**config.mk**
```make
export PLATFORM = sky130hd
export DESIGN_NAME = rfb_radius
export DESIGN_NICKNAME = d
export VERILOG_FILES = /design/src/rtl/rfb_pkg.sv /design/src/rtl/rfb_radius.sv
export SDC_FILE = /design/constraint.sdc
export NUM_CORES = 2
export LEC_CHECK = 0
export BUFFER_PORTS_ARGS = -buffer_cell sky130_fd_sc_hd__buf_2
export CAP_MARGIN = 40
export CORE_MARGIN = 10
export CORE_UTILIZATION = 39
export CTS_BUF_LIST = sky130_fd_sc_hd__clkbuf_8 sky130_fd_sc_hd__clkbuf_16
export DETAILED_ROUTE_END_ITERATION = 16
export PLACE_DENSITY = 0.52
export SLEW_MARGIN = 20
export SYNTH_ARGS = -nofsm -noshare
export SYNTH_HDL_FRONTEND = slang
export SYNTH_SLANG_ARGS = --single-unit
```
**constraint.sdc**
```tcl
create_clock -name i_clk -period 9.4 [get_ports i_clk]
set_input_delay 1.41 -clock i_clk [delete_from_list [all_inputs] [get_ports i_clk]]
set_output_delay 1.41 -clock i_clk [all_outputs]
set_load 0.01 [all_outputs]
```
**src/rtl/rfb_pkg.sv**
```systemverilog
// Package for the radial focus blend block: widths, register indexes,
// zone codes and the item structs. No dependencies.
package rfb_pkg;

    localparam int COORD_BITS_DEF = 12;
    localparam int COORD_IN_W     = 12;
    localparam int COORD_MAX_W    = 16;
    localparam int RAD_W          = 13;
    localparam int PIX_W          = 32;
    localparam int CH_W           = 8;
    localparam int NUM_CH         = 4;
    localparam int PROD_W         = CH_W + RAD_W;
    localparam int CFG_IDX_W      = 2;
    localparam int CFG_DATA_W     = 13;

    localparam logic [CFG_IDX_W-1:0] REG_CENTER_COL   = 2'd0;
    localparam logic [CFG_IDX_W-1:0] REG_CENTER_ROW   = 2'd1;
    localparam logic [CFG_IDX_W-1:0] REG_INNER_RADIUS = 2'd2;
    localparam logic [CFG_IDX_W-1:0] REG_OUTER_RADIUS = 2'd3;

    typedef enum logic [1:0] {
        ZONE_INNER = 2'd0,
        ZONE_RING  = 2'd1,
        ZONE_OUTER = 2'd2
    } t_zone;

    typedef struct packed {
        logic [COORD_IN_W-1:0] pixel_col;
        logic [COORD_IN_W-1:0] pixel_row;
        logic [PIX_W-1:0]      blur_pixel;
        logic [PIX_W-1:0]      orig_pixel;
    } t_in_item;

    typedef struct packed {
        logic [PIX_W-1:0] out_pixel;
        logic [1:0]       zone;
    } t_out_item;

    typedef struct packed {
        logic [PIX_W-1:0] blur;
        logic [PIX_W-1:0] orig;
    } t_side;

endpackage

```
**src/rtl/rfb_radius.sv**
```systemverilog
// Radius pipeline: absolute differences, squares, sum, then one root bit
// per stage (restoring square root). Depends on rfb_pkg.
module rfb_radius #(
    parameter int COORD_BITS = rfb_pkg::COORD_BITS_DEF
) (
    input  logic                  i_clk,
    input  logic                  i_rst_n,
    input  logic                  i_en,
    input  logic                  i_valid,
    input  logic [COORD_BITS-1:0] i_col,
    input  logic [COORD_BITS-1:0] i_row,
    input  logic [COORD_BITS-1:0] i_center_col,
    input  logic [COORD_BITS-1:0] i_center_row,
    input  rfb_pkg::t_side        i_side,
    output logic                  o_valid,
    output logic [COORD_BITS:0]   o_radius,
    output rfb_pkg::t_side        o_side
);
    import rfb_pkg::*;

    localparam int RB  = COORD_BITS + 1;
    localparam int RW  = 2 * RB;
    localparam int RMW = RB + 3;
    localparam int SQW = 2 * COORD_BITS;

    logic [COORD_BITS-1:0] r_dx, r_dy;
    logic                  r_v1, r_v2;
    t_side                 r_sd1, r_sd2;
    logic [SQW-1:0]        r_sqx, r_sqy;

    logic [RW-1:0]  r_rad  [0:RB];
    logic [RMW-1:0] r_rem  [0:RB];
    logic [RB-1:0]  r_root [0:RB];
    logic           r_v    [0:RB];
    t_side          r_sd   [0:RB];

    always_ff @(posedge i_clk) begin
        if (!i_rst_n) begin
            r_v1 <= 1'b0;
            r_v2 <= 1'b0;
            r_v[0] <= 1'b0;
        end else if (i_en) begin
            r_v1 <= i_valid;
            r_v2 <= r_v1;
            r_v[0] <= r_v2;
        end
    end

    always_ff @(posedge i_clk) begin
        if (i_en) begin
            r_dx  <= (i_col >= i_center_col) ? i_col - i_center_col : i_center_col - i_col;
            r_dy  <= (i_row >= i_center_row) ? i_row - i_center_row : i_center_row - i_row;
            r_sd1 <= i_side;
            r_sqx <= SQW'(r_dx) * SQW'(r_dx);
            r_sqy <= SQW'(r_dy) * SQW'(r_dy);
            r_sd2 <= r_sd1;
            r_rad[0]  <= RW'(r_sqx) + RW'(r_sqy);
            r_rem[0]  <= '0;
            r_root[0] <= '0;
            r_sd[0]   <= r_sd2;
        end
    end

    for (genvar s = 1; s <= RB; s++) begin : g_root
        logic [RMW-1:0] cat, trial;
        logic           ge;

        assign cat   = {r_rem[s-1][RMW-3:0], r_rad[s-1][RW-1:RW-2]};
        assign trial = {1'b0, r_root[s-1], 2'b01};
        assign ge    = cat >= trial;

        always_ff @(posedge i_clk) begin
            if (!i_rst_n) begin
                r_v[s] <= 1'b0;
            end else if (i_en) begin
                r_v[s] <= r_v[s-1];
            end
        end

        always_ff @(posedge i_clk) begin
            if (i_en) begin
                r_rem[s]  <= ge ? cat - trial : cat;
                r_root[s] <= {r_root[s-1][RB-2:0], ge};
                r_rad[s]  <= {r_rad[s-1][RW-3:0], 2'b00};
                r_sd[s]   <= r_sd[s-1];
            end
        end
    end

    assign o_valid  = r_v[RB];
    assign o_radius = r_root[RB];
    assign o_side   = r_sd[RB];

endmodule

```
==> results.md <==
- The run finished with clean final reports.
- The global-route met2 utilization is 17.0%.
- The worst pin sits at a relative slew slack of 27.8%.
- The class of the worst hold path is reg -> reg.
- The area growth from synthesis to layout is 13.4%.
- The floorplan step set the die width to 424 um.
- The share of layout cells above drive strength 1 is 12.1%.
- The post-synthesis cell area is 63800 um^2.
- Setup violations remaining at the end of the flow were counted as 0.
- The multi-input logic area is 15300 um^2.
- The final period utilization is 63.4%.
- The commonest non-fill, non-tap cell in the layout is edfxtp_1.
- The number of enable flip-flop cells after synthesis is 1530.
- The leakage power of the design is 27.9 nW.
- The worst setup path is launched from a register.
- The die covers 180000 um^2.
- Of all nets on the critical path, the largest fanout is 12.
- Entering global routing, the biggest net connects 150 pins.
- The met3 track demand over resource is 2.60%.
- The number of setup buffers added after CTS is 0.
- Detailed placement ended at an HPWL of 60.8 mm.
- After synthesis, the share of cell area in mux cells is 1.11%.
- The detailed router finished its first iteration with 1847 violations.
- The library cell contributing the largest single delay on the critical path is edfxtp_1.
- Total power for the finished layout comes to 0.0251 W.
- For the worst-skew pair, the clock arrives at the later sink with an insertion delay of 0.77 ns.
- Timing would allow up to 168 MHz.
- The fraction of the mapped netlist area in compound gates is 4.79%.
- OpenSTA, run right after detailed placement, puts the worst setup slack at 3.50 ns.
- Gates resized during post-CTS repair numbered 0.
- In the layout the commonest cells are 1530 x edfxtp_1, 482 x inv_1, 286 x ha_1.
- After detailed routing, the number of vias per cell comes to 4.53.
- The start-to-end type of the worst setup path is reg -> reg.
- Setup repair after global routing left no endpoint under its margin.
- The met1 layer usage reported by global route is 12.6%.
- The number of buffers inserted by hold repair at cts is 0.
- Synthesis inferred 1533 register bits.
- The count of pins over their slew limit came to 0.
- The synthesized area per cell is 16.4 um^2.
- In this design, the largest share of critical-path delay is due to adder cells.
- The weighted congestion at the end of routability-driven global placement is 0.821.
- Of the total synthesized cell area, the portion taken by full adders, half adders and majority gates is 10.6%.
- The clock skew after layout is 0.0424 ns.
- Counting flops with an async set or reset pin after synthesis yields a share of 0%.
- After clock tree synthesis, the clock-pin slew on the worst setup and hold paths is 0.06 ns.
- Once routing completed, OpenROAD measured the worst setup slack at 3.44 ns.
- The routed wire length per instance is 14.3 um.
- The clock root buffer master is clkbuf_16.
- The initial core utilization is 39.2%.
- TritonCTS created 162 clock buffers.
- The layout has 14.4k filler cells.
- The area of all sequential standard cells is 46000 um^2.
- The detailed router placed 29.3k vias in this run.
- The slew at the pin closest to its max-slew limit is 1.08 ns.
- The floorplan has 148 rows.
- Traced cell by cell, the critical path runs through nand2_1, inv_1, fa_1, fa_1, inv_1, fa_1, inv_1, fa_1, inv_1, fa_1, inv_1, ha_1, a2111oi_0, o21a_1, o31ai_1, o21ai_0, o21ai_0, a41oi_1, xnor2_1.
- The number of global-route vias before repair is 29.8k.
- The maximum ir drop on the vdd rail is 455 uV.
- At the worst endpoint, the arrival time is 6.45 ns.
- The number of ports placed on the die boundary is 194.
- The count of endpoints failing hold in the final timing report is 0.
- The routed design has 92.3 mm of wire.
- The global-route total usage across every layer is 10.2%.
- With fillers left out, the area of the finished cells amounts to 72300 um^2.
- After Yosys synthesis, and, or, nand and nor cells account for 5.13% of the synthesized area.
- Among all flip-flop cells after synthesis, the most frequent one is edfxtp_1.
- For this run, design rule violations remaining after detail routing come to 0.
- After global routing the overflow that remains totals 0.
- The synthesized instance count is 3883.
- The final layout net count is 4706.
- The layer with the highest usage after global routing is met2.
- The sink count of the clock tree is 1533.
- The initial antenna violation count is 1.
- After synthesis, the largest family of logic cells by area is adder cells.
- The critical path capture point type is a register.
- The number of input and output port buffers inserted is 193.
- The core region is 163000 um^2.
- The clock tree synthesis step divided the H-tree into 4 levels.
- The synthesized netlist devotes 2.36% of its cell area to XOR and XNOR gates.
- The setup TNS after final layout is 0 ns.
- After synthesis, flip-flops and latches occupy 72.1% of the total area.
- The post-synthesis net count is 4445.
- The total power per unit cell area is 348 nW/um^2.
- In this run the cell area measured after placement is 67000 um^2.
- The number of warnings reported in the yosys synthesis log is 0.
- For this run, the slowest stage of the critical path takes 0.58 ns.
- The first TritonRoute pass finished after 5 iterations.
- The floorplan step set the die height to 424 um.
- The distinct cell type count of the synthesized netlist is 88.
- The first global-routing pass estimated 152 mm of wire.
- The clock passes through at most 3 buffers.
- The critical path contains buffers and inverters numbering 5 combined.
- Data on the critical path is required at its endpoint by 9.89 ns.
- Max-cap violations in this run came to 0.
- The remaining antenna violation count is 0.
- TritonCTS built the clock tree.
- The smallest clock period supported by the final layout is computed as 5.96 ns.
[stage by stage]
stage | utilization (%) | cells | hold WS [ns]
after floorplan | - | 3883 | 0.400
after global placement | 41.2 | 6149 | 0.400
after detailed placement | 41.2 | 6153 | 0.405
after CTS | 44.4 | 6450 | 0.387
after global routing | 44.5 | 6452 | 0.388
final | 44.5 | 6453 | 0.389
[sequential cells by signal (all words and copies together) (netlist names), 14 cells and up]
register	flops
r_sqy	23
r_rem	151
r_root	91
r_rad	181
r_sqx	23
r_v	14
r_sd	896
r_sd1	64
r_sd2	64
[routing by layer]
layer	vias to the layer above	routed length [um]
met5	-	0
li1	14600	-
met3	190	4000
met2	439	45000
met4	0	2940
met1	14000	40300
[cell usage after synthesis (11+ instances only)]
library cell / count / share of area (%)
and2_1: 92 / 0.90
clkbuf_1: 42 / 0.25
or3_1: 14 / 0.14
buf_4: 68 / 0.80
xor2_1: 60 / 0.82
o21a_1: 45 / 0.53
a21oi_1: 113 / 0.89
nor2b_1: 43 / 0.42
o21bai_1: 11 / 0.13
o31ai_1: 20 / 0.24
a31oi_1: 15 / 0.15
fa_1: 160 / 5.0
xnor2_1: 112 / 1.5
nor4_1: 15 / 0.15
o211ai_1: 16 / 0.19
a211oi_1: 15 / 0.18
buf_2: 13 / 0.10
ha_1: 286 / 5.6
edfxtp_1: 1530 / 72
o21ai_0: 120 / 0.94
nand2_1: 153 / 0.90
inv_1: 444 / 2.6
nand3_1: 34 / 0.27
mux2i_1: 26 / 0.41
and3_1: 26 / 0.26
mux2_2: 28 / 0.49
a21o_1: 48 / 0.57
nor2_1: 112 / 0.66
nand2b_1: 23 / 0.23
nor3_1: 43 / 0.34
nand4_1: 13 / 0.13
or2_2: 13 / 0.13
[layout make-up]
type | count | share of cell area [%]
Sequential cell | 1533 | 63.6
Inverter | 446 | 2.32
Clock inverter | 135 | 1.64
Clock buffer | 162 | 5.61
Antenna cell | 1 | 0.00346
Tap cell | 2175 | 3.76
Timing Repair Buffer | 222 | 1.85
Multi-Input combinational cell | 1779 | 21.2
[cells by family (layout without fill, tap and decap cells)]
| group | Yosys count | count (layout) |
|---|---|---|
| flip-flops | 1533 | 1533 |
| AND/OR/NAND/NOR | 622 | 622 |
| buffers and inverters | 571 | 965 |
| AO/OA/AOI/OAI | 475 | 475 |
| adder cells (fa/ha/maj) | 446 | 446 |
| XOR/XNOR | 172 | 172 |
| multiplexers | 63 | 63 |
| other | 1 | 2 |
[worst paths after layout]
kind                            slack (ns)            to  cells past startpoint         start
worst max register to register        3.44     r_sqy[21]                     19       r_dy[4]
worst max-delay path                  3.44     r_sqy[21]                     19       r_dy[4]
worst min-delay path                  0.39  r_sd[0][225]                      0  r_sd[0][161]
worst min register to register        0.39  r_sd[0][225]                      0  r_sd[0][161]
[report_power, final]
group	switching [W]	total (W)	internal, W
clock network	0.00262	0.00610	0.00349
logic	0.00551	0.00985	0.00434
registers	0.000311	0.00919	0.00888
total	0.00844	0.0251	0.0167
(Power assumes the default switching activity.)
